### src/hdl/gscl_pkg.sv
// Shared types and constants for the gain, saturation and level meter block.
package gscl_pkg;

   localparam int SAMPLE_W  = 16;
   localparam int GAIN_W    = 16;
   localparam int LEN_W     = 12;
   localparam int SUM_W     = 27;
   localparam int LEVEL_W   = 10;
   localparam int FRAC_BITS = 12;
   localparam int MAG_IN_W  = SAMPLE_W + 1;
   localparam int PROD_W    = MAG_IN_W + GAIN_W;
   localparam int MAG_W     = PROD_W - FRAC_BITS;

   // level divider: quotient bits, divisor 4*n, partial remainder
   localparam int DIV_STEPS = LEVEL_W;
   localparam int DIV_W     = LEN_W + 2;
   localparam int REM_W     = DIV_W + DIV_STEPS;
   localparam int DS_W      = DIV_W + DIV_STEPS - 1;
   localparam int STEP_W    = $clog2(DIV_STEPS);

   localparam int CSR_INDEX_W = 2;
   localparam int CSR_DATA_W  = 16;

   localparam logic [CSR_INDEX_W-1:0] CSR_GAIN      = 2'd0;
   localparam logic [CSR_INDEX_W-1:0] CSR_CHUNK_LEN = 2'd1;

   localparam logic [GAIN_W-1:0]  GAIN_RESET      = 16'd4096;
   localparam logic [LEN_W-1:0]   CHUNK_LEN_RESET = 12'd1920;
   localparam logic [LEVEL_W-1:0] LEVEL_MAX       = 10'd1000;

   localparam logic [SAMPLE_W-1:0] POS_LIMIT = 16'h7fff;
   localparam logic [SAMPLE_W-1:0] NEG_LIMIT = 16'h8000;

   localparam int MAX_CHUNK_DEFAULT   = 4095;
   localparam int QUEUE_DEPTH_DEFAULT = 4;

   typedef struct packed {
      logic signed [SAMPLE_W-1:0] sample_in;
      logic                       stream_end;
   } gscl_req_type;

   typedef struct packed {
      logic signed [SAMPLE_W-1:0] sample_out;
      logic                       level_valid;
      logic [LEVEL_W-1:0]         level_milli;
      logic                       stream_done;
   } gscl_rsp_type;

   // one scaled sample on its way from the front end to the back end
   typedef struct packed {
      logic [SAMPLE_W-1:0] sample_out;
      logic                last;
      logic                close;
      logic [SUM_W-1:0]    sum;
      logic [LEN_W-1:0]    count;
   } gscl_entry_type;

endpackage

### src/hdl/gscl_front.sv
// Front end: config registers, gain multiply, saturation and chunk accumulation.
module gscl_front import gscl_pkg::*; #(
   parameter int MAX_CHUNK = MAX_CHUNK_DEFAULT
) (
   input  logic                   clock,
   input  logic                   reset,
   input  logic                   req_push,
   output logic                   req_full,
   input  gscl_req_type           req_data,
   input  logic                   csr_write,
   input  logic [CSR_INDEX_W-1:0] csr_index,
   input  logic [CSR_DATA_W-1:0]  csr_data,
   output logic                   q_push,
   input  logic                   q_full,
   output gscl_entry_type         q_entry
);

   logic [GAIN_W-1:0] gain_ff;
   logic [LEN_W-1:0]  chunk_len_ff;

   logic              s1_valid_ff, s1_valid_in;
   logic              s1_neg_ff;
   logic              s1_last_ff;
   logic [MAG_W-1:0]  s1_mag_ff;

   logic [LEN_W-1:0]  count_ff, count_in;
   logic [SUM_W-1:0]  sum_ff, sum_in;

   logic                req_accept;
   logic [SAMPLE_W-1:0] raw;
   logic [MAG_IN_W-1:0] mag_in;
   logic [PROD_W-1:0]   product;
   logic [SAMPLE_W-1:0] abs_val;
   logic [LEN_W-1:0]    len_nz;
   logic [LEN_W-1:0]    eff_len;
   logic [LEN_W-1:0]    count_next;
   logic [SUM_W-1:0]    sum_next;
   logic                close;

   assign req_full   = s1_valid_ff && q_full;
   assign req_accept = req_push && !req_full;
   assign q_push     = s1_valid_ff && !q_full;

   // magnitude times gain, Q12 fraction dropped (truncation toward zero)
   assign raw     = req_data.sample_in;
   assign mag_in  = raw[SAMPLE_W-1] ? (MAG_IN_W'(1) << SAMPLE_W) - {1'b0, raw} : {1'b0, raw};
   assign product = PROD_W'(mag_in) * PROD_W'(gain_ff);

   always_comb begin
      if (s1_neg_ff) begin
         abs_val = (s1_mag_ff > MAG_W'(NEG_LIMIT)) ? NEG_LIMIT : s1_mag_ff[SAMPLE_W-1:0];
      end else begin
         abs_val = (s1_mag_ff > MAG_W'(POS_LIMIT)) ? POS_LIMIT : s1_mag_ff[SAMPLE_W-1:0];
      end
   end

   always_comb begin
      len_nz  = (chunk_len_ff == '0) ? LEN_W'(1) : chunk_len_ff;
      eff_len = (32'(len_nz) > 32'(MAX_CHUNK)) ? LEN_W'(MAX_CHUNK) : len_nz;
   end

   assign count_next = count_ff + LEN_W'(1);
   assign sum_next   = sum_ff + SUM_W'(abs_val);
   assign close      = s1_last_ff || (count_next >= eff_len);

   always_comb begin
      q_entry.sample_out = s1_neg_ff ? SAMPLE_W'(0) - abs_val : abs_val;
      q_entry.last       = s1_last_ff;
      q_entry.close      = close;
      q_entry.sum        = sum_next;
      q_entry.count      = count_next;
   end

   always_comb begin
      s1_valid_in = s1_valid_ff;
      if (req_accept) begin
         s1_valid_in = 1'b1;
      end else if (q_push) begin
         s1_valid_in = 1'b0;
      end
      count_in = count_ff;
      sum_in   = sum_ff;
      if (q_push) begin
         count_in = close ? '0 : count_next;
         sum_in   = close ? '0 : sum_next;
      end
   end

   always_ff @(posedge clock) begin
      if (req_accept) begin
         s1_neg_ff  <= raw[SAMPLE_W-1];
         s1_last_ff <= req_data.stream_end;
         s1_mag_ff  <= product[PROD_W-1:FRAC_BITS];
      end
      if (reset) begin
         gain_ff      <= GAIN_RESET;
         chunk_len_ff <= CHUNK_LEN_RESET;
         s1_valid_ff  <= 1'b0;
         count_ff     <= '0;
         sum_ff       <= '0;
      end else begin
         if (csr_write) begin
            unique case (csr_index)
               CSR_GAIN:      gain_ff      <= csr_data[GAIN_W-1:0];
               CSR_CHUNK_LEN: chunk_len_ff <= csr_data[LEN_W-1:0];
               default: ;
            endcase
         end
         s1_valid_ff <= s1_valid_in;
         count_ff    <= count_in;
         sum_ff      <= sum_in;
      end
   end

endmodule

### src/hdl/gscl_queue.sv
// Small flop-based queue between the front end and the level divider.
module gscl_queue import gscl_pkg::*; #(
   parameter int DEPTH = QUEUE_DEPTH_DEFAULT
) (
   input  logic           clock,
   input  logic           reset,
   input  logic           push,
   output logic           full,
   input  gscl_entry_type push_entry,
   input  logic           pop,
   output logic           empty,
   output gscl_entry_type pop_entry
);

   localparam int PTR_W = (DEPTH > 1) ? $clog2(DEPTH) : 1;
   localparam int CNT_W = $clog2(DEPTH + 1);

   gscl_entry_type   mem_ff [DEPTH];
   logic [PTR_W-1:0] wr_ptr_ff, wr_ptr_in;
   logic [PTR_W-1:0] rd_ptr_ff, rd_ptr_in;
   logic [CNT_W-1:0] count_ff, count_in;
   logic             do_push, do_pop;

   assign full      = (count_ff == CNT_W'(DEPTH));
   assign empty     = (count_ff == '0);
   assign do_push   = push && !full;
   assign do_pop    = pop && !empty;
   assign pop_entry = mem_ff[rd_ptr_ff];

   always_comb begin
      wr_ptr_in = wr_ptr_ff;
      rd_ptr_in = rd_ptr_ff;
      count_in  = count_ff;
      if (do_push) begin
         wr_ptr_in = (wr_ptr_ff == PTR_W'(DEPTH - 1)) ? '0 : wr_ptr_ff + PTR_W'(1);
      end
      if (do_pop) begin
         rd_ptr_in = (rd_ptr_ff == PTR_W'(DEPTH - 1)) ? '0 : rd_ptr_ff + PTR_W'(1);
      end
      if (do_push && !do_pop) begin
         count_in = count_ff + CNT_W'(1);
      end else if (do_pop && !do_push) begin
         count_in = count_ff - CNT_W'(1);
      end
   end

   always_ff @(posedge clock) begin
      if (do_push) begin
         mem_ff[wr_ptr_ff] <= push_entry;
      end
      if (reset) begin
         wr_ptr_ff <= '0;
         rd_ptr_ff <= '0;
         count_ff  <= '0;
      end else begin
         wr_ptr_ff <= wr_ptr_in;
         rd_ptr_ff <= rd_ptr_in;
         count_ff  <= count_in;
      end
   end

endmodule

### src/hdl/gscl_back.sv
// Back end: level divider for closing samples and the result output register.
module gscl_back import gscl_pkg::*; (
   input  logic           clock,
   input  logic           reset,
   input  logic           q_empty,
   input  gscl_entry_type q_entry,
   output logic           q_pop,
   output logic           rsp_empty,
   input  logic           rsp_pop,
   output gscl_rsp_type   rsp_data
);

   typedef enum logic [1:0] {
      ST_IDLE,
      ST_DIVIDE,
      ST_DONE
   } state_type;

   localparam logic [STEP_W-1:0] STEP_LAST = STEP_W'(DIV_STEPS - 1);

   state_type           state_ff, state_in;
   logic                out_valid_ff, out_valid_in;
   gscl_rsp_type        out_data_ff, out_data_in;
   logic [SAMPLE_W-1:0] sample_ff, sample_in;
   logic                last_ff, last_in;
   logic                sat_ff, sat_in;
   logic [REM_W-1:0]    rem_ff, rem_in;
   logic [DS_W-1:0]     div_ff, div_in;
   logic [LEVEL_W-1:0]  quo_ff, quo_in;
   logic [STEP_W-1:0]   step_ff, step_in;

   logic               out_free;
   logic [DIV_W-1:0]   divisor;
   logic [LEVEL_W-1:0] level;

   assign out_free  = !out_valid_ff || rsp_pop;
   assign rsp_empty = !out_valid_ff;
   assign rsp_data  = out_data_ff;
   assign divisor   = {q_entry.count, 2'b00};
   assign level     = (sat_ff || quo_ff > LEVEL_MAX) ? LEVEL_MAX : quo_ff;

   always_comb begin
      state_in     = state_ff;
      out_valid_in = out_valid_ff && !rsp_pop;
      out_data_in  = out_data_ff;
      sample_in    = sample_ff;
      last_in      = last_ff;
      sat_in       = sat_ff;
      rem_in       = rem_ff;
      div_in       = div_ff;
      quo_in       = quo_ff;
      step_in      = step_ff;
      q_pop        = 1'b0;
      unique case (state_ff)
         ST_IDLE: begin
            if (!q_empty) begin
               if (q_entry.close) begin
                  // quotient >= 1024 saturates; otherwise 10 restoring steps suffice
                  q_pop     = 1'b1;
                  sample_in = q_entry.sample_out;
                  last_in   = q_entry.last;
                  sat_in    = q_entry.sum >= SUM_W'({divisor, {DIV_STEPS{1'b0}}});
                  rem_in    = q_entry.sum[REM_W-1:0];
                  div_in    = {divisor, {(DIV_STEPS-1){1'b0}}};
                  quo_in    = '0;
                  step_in   = '0;
                  state_in  = ST_DIVIDE;
               end else if (out_free) begin
                  q_pop                   = 1'b1;
                  out_valid_in            = 1'b1;
                  out_data_in.sample_out  = q_entry.sample_out;
                  out_data_in.level_valid = 1'b0;
                  out_data_in.level_milli = '0;
                  out_data_in.stream_done = q_entry.last;
               end
            end
         end
         ST_DIVIDE: begin
            if (rem_ff >= REM_W'(div_ff)) begin
               rem_in = rem_ff - REM_W'(div_ff);
               quo_in = {quo_ff[LEVEL_W-2:0], 1'b1};
            end else begin
               quo_in = {quo_ff[LEVEL_W-2:0], 1'b0};
            end
            div_in  = div_ff >> 1;
            step_in = step_ff + STEP_W'(1);
            if (step_ff == STEP_LAST) begin
               state_in = ST_DONE;
            end
         end
         ST_DONE: begin
            if (out_free) begin
               out_valid_in            = 1'b1;
               out_data_in.sample_out  = sample_ff;
               out_data_in.level_valid = 1'b1;
               out_data_in.level_milli = level;
               out_data_in.stream_done = last_ff;
               state_in                = ST_IDLE;
            end
         end
         default: state_in = ST_IDLE;
      endcase
   end

   always_ff @(posedge clock) begin
      out_data_ff <= out_data_in;
      sample_ff   <= sample_in;
      last_ff     <= last_in;
      sat_ff      <= sat_in;
      rem_ff      <= rem_in;
      div_ff      <= div_in;
      quo_ff      <= quo_in;
      step_ff     <= step_in;
      if (reset) begin
         state_ff     <= ST_IDLE;
         out_valid_ff <= 1'b0;
      end else begin
         state_ff     <= state_in;
         out_valid_ff <= out_valid_in;
      end
   end

endmodule

### src/hdl/gain_saturate_chunk_level_meter_top.sv
// Top level of the digital gain, saturation and chunk level meter.
// Scales 16-bit samples by a Q4.12 gain (truncated toward zero, saturated to
// int16) and returns one result per sample. The sample that closes a chunk
// (full length reached or stream_end set) also carries the chunk level
// min(sum|x| / (4*n), 1000). The front end takes one sample per clock, while
// the queue has room, through a multiplier stage and the accumulator; a short
// queue decouples it from the back end, which passes ordinary samples at one
// per clock while its output register is free or being popped. A closing
// sample is taken, run through the bit-serial level divider at one quotient
// bit per cycle, and then loaded into the output register once that is free.
// Results are held in an output register, so the block keeps accepting while
// a result waits to be popped, until the front stage and the queue are full.
module gain_saturate_chunk_level_meter_top import gscl_pkg::*; #(
   parameter int MAX_CHUNK   = MAX_CHUNK_DEFAULT,
   parameter int QUEUE_DEPTH = QUEUE_DEPTH_DEFAULT
) (
   input  logic                   clock,
   input  logic                   reset,
   input  logic                   req_push,
   output logic                   req_full,
   input  gscl_req_type           req_data,
   output logic                   rsp_empty,
   input  logic                   rsp_pop,
   output gscl_rsp_type           rsp_data,
   input  logic                   csr_write,
   input  logic [CSR_INDEX_W-1:0] csr_index,
   input  logic [CSR_DATA_W-1:0]  csr_data
);

   logic           q_push, q_full, q_pop, q_empty;
   gscl_entry_type q_push_entry, q_pop_entry;

   gscl_front #(
      .MAX_CHUNK (MAX_CHUNK)
   ) u_front (
      .clock     (clock),
      .reset     (reset),
      .req_push  (req_push),
      .req_full  (req_full),
      .req_data  (req_data),
      .csr_write (csr_write),
      .csr_index (csr_index),
      .csr_data  (csr_data),
      .q_push    (q_push),
      .q_full    (q_full),
      .q_entry   (q_push_entry)
   );

   gscl_queue #(
      .DEPTH (QUEUE_DEPTH)
   ) u_queue (
      .clock      (clock),
      .reset      (reset),
      .push       (q_push),
      .full       (q_full),
      .push_entry (q_push_entry),
      .pop        (q_pop),
      .empty      (q_empty),
      .pop_entry  (q_pop_entry)
   );

   gscl_back u_back (
      .clock     (clock),
      .reset     (reset),
      .q_empty   (q_empty),
      .q_entry   (q_pop_entry),
      .q_pop     (q_pop),
      .rsp_empty (rsp_empty),
      .rsp_pop   (rsp_pop),
      .rsp_data  (rsp_data)
   );

endmodule
### config.mk
export PLATFORM = sky130hd
export DESIGN_NAME = gain_saturate_chunk_level_meter_top
export DESIGN_NICKNAME = d
export VERILOG_FILES = /design/src/hdl/gscl_pkg.sv /design/src/hdl/gscl_front.sv /design/src/hdl/gscl_queue.sv /design/src/hdl/gscl_back.sv /design/src/hdl/gain_saturate_chunk_level_meter_top.sv
export SDC_FILE = /design/constraint.sdc
export NUM_CORES = 1
export LEC_CHECK = 0
export ABC_AREA = 0
export BUFFER_PORTS_ARGS = -buffer_cell sky130_fd_sc_hd__buf_2
export CAP_MARGIN = 20
export CORE_MARGIN = 10
export CORE_UTILIZATION = 60
export CTS_CLUSTER_SIZE = 40
export DETAILED_ROUTE_END_ITERATION = 8
export PLACE_DENSITY = 0.77
export SLEW_MARGIN = 25
export SYNTH_ARGS = -nofsm -noshare
export SYNTH_HDL_FRONTEND = slang
export SYNTH_HIERARCHICAL = 1
export SYNTH_SLANG_ARGS = --single-unit
### constraint.sdc
create_clock -name clock -period 10.3 [get_ports clock]
set_input_delay 0.515 -clock clock [delete_from_list [all_inputs] [get_ports clock]]
set_output_delay 0.515 -clock clock [all_outputs]
set_load 0.005 [all_outputs]
# After elaboration in Yosys (flattened, before gate mapping)
# Memories as Yosys holds them, arrays and structs flattened. A register that Yosys moved wholly into a read port is not among the register bits.
# Index checks and enable logic that the tools add are counted.
dict set report classes {
  n_mul 1
  eq_ne 14
  add_sub_neg 10
  reduce_logical 33
  mux 51
  order_cmp 6
  bitwise 1
}
# op n
set op_table {}
lappend op_table {{$mux W28} 4}
lappend op_table {{$mux W24} 3}
lappend op_table {{$mux W16} 4}
lappend op_table {{$pmux W28 S2} 1}
lappend op_table {{$pmux W24 S2} 1}
lappend op_table {{$mux W23} 2}
lappend op_table {{$pmux W23 S2} 1}
lappend op_table {{$mul A17 B16 Y33} 1}
lappend op_table {{$mux W10} 3}
lappend op_table {{$add A27 B16 Y27} 1}
lappend op_table {{$ge A27 B24 Y1} 1}
lappend op_table {{$mux W27} 1}
lappend op_table {{$ge A24 B23 Y1} 1}
lappend op_table {{$mux W12} 2}
lappend op_table {{$sub A24 B23 Y24} 1}
lappend op_table {{$gt A21 B15 Y1 const B} 1}
lappend op_table {{$gt A21 B16 Y1 const B} 1}
lappend op_table {{$pmux W10 S2} 1}
lappend op_table {{$mux W17} 1}
lappend op_table {{$sub A17 B16 Y17 const A} 1}
lappend op_table {{$mux W2} 8}
lappend op_table {{$sub A1 B16 Y16 const A} 1}
lappend op_table {{$add A12 B1 Y12 const B} 1}
lappend op_table {{$ge A12 B12 Y1} 1}
lappend op_table {{other kinds (29)} 73}
dict set report word_totals {
  regBits 208
  in_bits 40
  ramBits 228
  mem_count 1
  wordCells 141
}
# name depth width read_ports rd_ports_with_merged_regs write_ports line
set memory_table {}
lappend memory_table {u_queue.mem_ff 4 57 1 1 1 gscl_queue.sv:18} ;# gscl_entry_type mem_ff [DEPTH];

# Depth between registers and ports, before layout
dict set report depth {
  depth_word 10
  depth_mapped 29
  depth_no_buf 27
}

# Cells and area by module
# The synthesis kept the hierarchy.
# module cells_per_inst area_per_inst_um2 instances seq_area_each_um2
set modules_own_cells {}
lappend modules_own_cells {gscl_front 1655 14126.0 1 2052.0}
lappend modules_own_cells {gscl_queue 347 8720.9 1 7026.7}
lappend modules_own_cells {gscl_back 599 6149.6 1 3273.1}

# Worst setup path after synthesis
# No wires, ideal clock.
dict set report synth_timing {
  kind {input port to flip-flop}
  from {in req_data[7] (netlist name)}
  to {reg u_front.s1_mag_ff[20], data pin}
  t_required_ns 10.025
  path_slack_ns 2.615
  path_buffers 1
  path_stages 25
  t_arrival_ns 7.410
  cell_sequence {or4_4 -> or3_4 -> or3_4 -> o21ai_2 -> xnor2_1 -> buf_2 -> nand2_1 -> fa_1 -> fa_1 -> inv_1 -> fa_1 -> fa_1 -> fa_1 -> inv_1 -> fa_1 -> inv_1 -> ha_1 -> nand2_1 -> o211ai_1 -> o2bb2ai_1 -> or3_1 -> o22a_1 -> a2bb2oi_2 -> mux2i_1 -> a221oi_1}
}
dict set report synth_between {
  elab_chain_cells 3
}
# element line
set synth_rtl {}
lappend synth_rtl {{start: declaration} gain_saturate_chunk_level_meter_top.sv:21} ;# input gscl_req_type req_data,
lappend synth_rtl {{$sub A17 B16 Y17} gscl_front.sv:46} ;# assign mag_in = raw[SAMPLE_W-1] ? (MAG_IN_W'(1) << SAMPLE_W) - {1'b0, raw} : {1'b0, raw};
lappend synth_rtl {{$mux W17 (*)} gscl_front.sv:46}
lappend synth_rtl {{$mul A17 B16 Y33 (*)} gscl_front.sv:47} ;# assign product = PROD_W'(mag_in) * PROD_W'(gain_ff);
lappend synth_rtl {{named net u_front.product[32]} gscl_front.sv:32} ;# logic [PROD_W-1:0] product;
lappend synth_rtl {{end signal: assignment} gscl_front.sv:93} ;# s1_mag_ff <= product[PROD_W-1:FRAC_BITS];
lappend synth_rtl {{end: declaration} gscl_front.sv:24} ;# logic [MAG_W-1:0] s1_mag_ff;
# The timed path passes the listed nets; every way through them passes the cells marked *.
# A chain may end at the register's enable or synchronous reset.

# Final worst setup path
# Ends and elaborated chain as after synthesis.

==> key figures <==
Placement
  • Port buffer count: 69
  • Estimated wirelength of the detail-placed design: 46610 um
  • Routability-driven placement congestion ratio: 0.8858

STA
  • Setup TNS: 0 ps
  • Slew at the pin closest to its max-slew limit: 944.9 ps
  • Count of final max-slew check failures: 0
  • Setup repair after global routing missed its margin: no
  • Hold violation count in the final report: 0
  • Final setup fails: 0
  • Part of the cycle the worst path needs: 76.05%
  • Max Fclk: 0.1277 GHz
  • Min Tclk post-route: 7834 ps
  • Final setup skew: 40.61 ps
  • Final Hold Slack: 123.1 ps
  • Relative slew slack: 36.54%

Synthesis
  • Adder-cell share of the synthesized area: 22.09%
  • Yosys warns: 6
  • Main combinational cell family by area after synthesis: adder cells
  • Post-synthesis cell area: 29000 um2
  • Complex-gate fraction of the synthesized area: 8.561%
  • Share of synthesized registers carrying an async set or reset: 0%
  • Post-synthesis share of cell area spent on and, or, nand and nor gates: 12.87%
  • Post-synthesis mux area share: 4.677%
  • Sequential cell area fraction in the yosys report: 42.60%
  • Mapped Cells: 2601
  • Number of enable-type register cells in the synthesized netlist: 358
  • Parity-gate share of the synthesized area counting xor and xnor cells: 2.805%
  • Average size of a mapped cell: 11.15 um2
  • Post-synth cell types: 97
  • Commonest register cell after synthesis: sky130_fd_sc_hd__edfxtp_1
  • Yosys reg bits: 438

Clock tree
  • Number of clock sinks: 438
  • Number of buffers on the longest clock path: 3
  • Clk Latency, worst-skew pair: 600 ps
  • Post-CTS Resized: 0
  • Clock tree from TritonCTS: built
  • Inserted Clock Buffers: 45
  • Setup repair bufs after CTS: 0
  • Master cell of the clock root buffer: sky130_fd_sc_hd__clkbuf_16
  • H-tree lvl count: 2
  • Hold-fix buffers at CTS: 0
  • Clock-pin slew of the registers on the worst-case setup and hold paths: 60 ps

Critical path
  • Data required time of the critical path: 10620 ps
  • Data arrival time of the critical path: 8160 ps
  • Crit path capture type: flip-flop
  • Crit path launch type: primary input
  • Critical-path maximum fanout: 16
  • Startpoint-to-endpoint class of the critical path: in -> reg

Detailed routing
  • Number of nets still failing antenna checks after routing: 0
  • WL/cell: 19.61 um
  • Router iterations before antenna repair: 5
  • Number of remaining DRC errors: 0
  • Total wire length: 64690 um
  • 1st-iter DRT viols: 1592
  • Routed via count: 19500
  • Vias per inst: 5.911

Power and ir drop
  • PD cells: 229.6 nW/um2
  • Worst IR drop on VDD: 0.0001706 V
  • Total leakage power: 12.76 nW

Floorplanning
  • Width of the die: 239.8 um
  • CORE AREA: 47750 um2
  • Number of core rows: 80
  • Total Die Area: 57520 um2
  • Die outline height: 239.8 um
  • Initial Util: 60.73%
  • Number of placed I/O pins: 70

Final layout
  • Fill cells: 3552
  • Layout Nets: 3075
  • Layout cells sized above 1: 10.32%
  • Antenna Cells: 0
  • Most common library cell in the layout ignoring fill and taps: sky130_fd_sc_hd__nand2_1
  • Most frequent cells in the layout: sky130_fd_sc_hd__nand2_1 (393), sky130_fd_sc_hd__edfxtp_1 (358), sky130_fd_sc_hd__inv_1 (344)
  • Area growth syn-to-layout: 8.453%

Global route
  • Initial antenna violation count: 0
  • First-pass GRT wire length: 105600 um
  • Largest net degree at the start of global routing: 71
  • Global-route total usage across every layer: 22.88%
  • Number of global-route vias before repair: 20150
  • Grt ovf: 0

Min path
  • HP Class: in -> reg

Job
  • Max-cap viol count: 0

Run status
  • Outcome: finished clean
per-layer routing:
metal,track usage [%],part of all wire [%],up-vias
met4,7.247,2.5,0
met3,2.873,6.0,127
met5,0,0,-
li1,-,-,8978
met1,29.81,42,9681
met2,39.23,49,714
cell usage after synthesis, types with 4 or more instances:
| library cell | n | area (um2) |
|---|---|---|
| sky130_fd_sc_hd__buf_4 | 5 | 37.54 |
| sky130_fd_sc_hd__a211o_1 | 5 | 43.79 |
| sky130_fd_sc_hd__nor4_1 | 15 | 93.84 |
| sky130_fd_sc_hd__nand2b_1 | 10 | 62.56 |
| sky130_fd_sc_hd__o211ai_1 | 16 | 120.1 |
| sky130_fd_sc_hd__o31ai_1 | 17 | 127.6 |
| sky130_fd_sc_hd__nand2_1 | 393 | 1475 |
| sky130_fd_sc_hd__o21ai_1 | 9 | 45.04 |
| sky130_fd_sc_hd__and2_1 | 102 | 638.1 |
| sky130_fd_sc_hd__edfxtp_1 | 358 | 10750 |
| sky130_fd_sc_hd__a32o_1 | 7 | 70.07 |
| sky130_fd_sc_hd__o21ai_0 | 67 | 335.3 |
| sky130_fd_sc_hd__nor3b_1 | 4 | 30.03 |
| sky130_fd_sc_hd__nor2b_1 | 18 | 112.6 |
| sky130_fd_sc_hd__nor3_1 | 21 | 105.1 |
| sky130_fd_sc_hd__o21bai_1 | 8 | 60.06 |
| sky130_fd_sc_hd__nand3b_1 | 4 | 30.03 |
| sky130_fd_sc_hd__buf_1 | 7 | 26.28 |
| sky130_fd_sc_hd__a21oi_1 | 112 | 560.5 |
| sky130_fd_sc_hd__a21o_1 | 37 | 277.8 |
| sky130_fd_sc_hd__nand3_1 | 58 | 290.3 |
| sky130_fd_sc_hd__mux2i_1 | 5 | 50.05 |
| sky130_fd_sc_hd__inv_1 | 344 | 1291 |
| sky130_fd_sc_hd__xnor2_1 | 56 | 490.5 |
| sky130_fd_sc_hd__mux4_2 | 57 | 1284 |
| sky130_fd_sc_hd__and3_1 | 19 | 118.9 |
| sky130_fd_sc_hd__fa_1 | 210 | 4204 |
| sky130_fd_sc_hd__nor2_1 | 83 | 311.6 |
| sky130_fd_sc_hd__o22ai_1 | 4 | 25.02 |
| sky130_fd_sc_hd__xor2_1 | 35 | 306.5 |
| sky130_fd_sc_hd__buf_2 | 12 | 60.06 |
| sky130_fd_sc_hd__ha_1 | 176 | 2202 |
| sky130_fd_sc_hd__a211oi_1 | 10 | 75.07 |
| sky130_fd_sc_hd__a31oi_1 | 23 | 143.9 |
| sky130_fd_sc_hd__buf_6 | 9 | 101.4 |
| sky130_fd_sc_hd__nand4_1 | 16 | 100.1 |
| sky130_fd_sc_hd__or3_1 | 10 | 62.56 |
| sky130_fd_sc_hd__clkbuf_1 | 74 | 277.8 |
| sky130_fd_sc_hd__or4_1 | 14 | 105.1 |
| sky130_fd_sc_hd__o21a_1 | 12 | 90.09 |
| sky130_fd_sc_hd__dfxtp_1 | 80 | 1602 |
sequential cells by signal (all words and copies together), names as in the netlist, 4 cells and up, named ones only:
name / cells
u_back/rem_ff: 24
u_front/count_ff: 12
u_back/rsp_data: 28
u_back/div_ff: 23
u_queue/mem_ff: 228
u_front/sum_ff: 27
u_front/chunk_len_ff: 12
u_front/s1_mag_ff: 21
u_back/sample_ff: 16
u_front/gain_ff: 16
u_back/step_ff: 4
u_back/quo_ff: 10
kinds of logic after synthesis:
kind of cell / Yosys count
AND/OR/NAND/NOR: 788
flip-flops: 438
buffers and inverters: 457
adder cells (fa/ha/maj): 386
multiplexers: 63
AO/OA/AOI/OAI: 375
XOR/XNOR: 92
other: 2
critical path, cell delays in order:
cell	delay (ps)
sky130_fd_sc_hd__buf_2	110
sky130_fd_sc_hd__or4_4	540
sky130_fd_sc_hd__or3_4	360
sky130_fd_sc_hd__or3_4	400
sky130_fd_sc_hd__nor4_4	720
sky130_fd_sc_hd__nand2_1	160
sky130_fd_sc_hd__fa_1	500
sky130_fd_sc_hd__fa_1	560
sky130_fd_sc_hd__inv_1	60
sky130_fd_sc_hd__fa_1	520
sky130_fd_sc_hd__fa_1	440
sky130_fd_sc_hd__fa_1	550
sky130_fd_sc_hd__inv_1	60
sky130_fd_sc_hd__fa_1	520
sky130_fd_sc_hd__inv_1	40
sky130_fd_sc_hd__ha_1	320
sky130_fd_sc_hd__nand2_1	80
sky130_fd_sc_hd__o211ai_1	310
sky130_fd_sc_hd__o2bb2ai_1	210
sky130_fd_sc_hd__or3_1	410
sky130_fd_sc_hd__o22a_1	250
sky130_fd_sc_hd__a2bb2oi_2	220
sky130_fd_sc_hd__mux2i_1	220
sky130_fd_sc_hd__a221oi_1	70
power by group:
group | leakage [nW] | total [W] | internal [W] | switching, W
logic | 8.08 | 0.00292 | 0.00113 | 0.00178
registers | 3.94 | 0.00264 | 0.00245 | 0.000198
clock network | 0.735 | 0.00166 | 0.000950 | 0.000708
total | 12.8 | 0.00722 | 0.00453 | 0.00269
cell type report:
class | instances | area (um2) | area share [%]
Timing Repair Buffer | 96 | 568.0 | 1.806
Clock buffer | 50 | 1155 | 3.672
Clock inverter | 32 | 369.1 | 1.174
Tap cell | 615 | 769.5 | 2.447
Inverter | 348 | 1325 | 4.213
Multi-Input combinational cell | 1720 | 14900 | 47.39
Sequential cell | 438 | 12360 | 39.29
through the flow:
stage	worst slack, ps	cell area (um2)	util (%)	cells	power (W)
after CTS	2559	31420	65.80	3298	0.007229
after detailed placement	1915	29890	62.61	3216	0.005550
final	2466	31450	65.86	3299	0.007219
after global placement	2165	29890	62.61	3216	0.005455
after floorplan	2615	29050	-	2615	0.004810
after global routing	2228	31450	65.86	3299	0.007693
worst paths after layout:
| check | startpoint | endpoint | slack (ps) | cells after the start |
|---|---|---|---|---|
| max | req_data[7] | u_front/s1_mag_ff[20] | 2470 | 24 |
| min | req_data[0] | u_front/s1_last_ff | 120 | 1 |
| max reg2reg | u_front/gain_ff[12] | u_front/s1_mag_ff[20] | 3540 | 19 |
| min reg2reg | u_front/sum_ff[10] | u_front/sum_ff[10] | 460 | 2 |
Power figures use the tool's default switching activity.
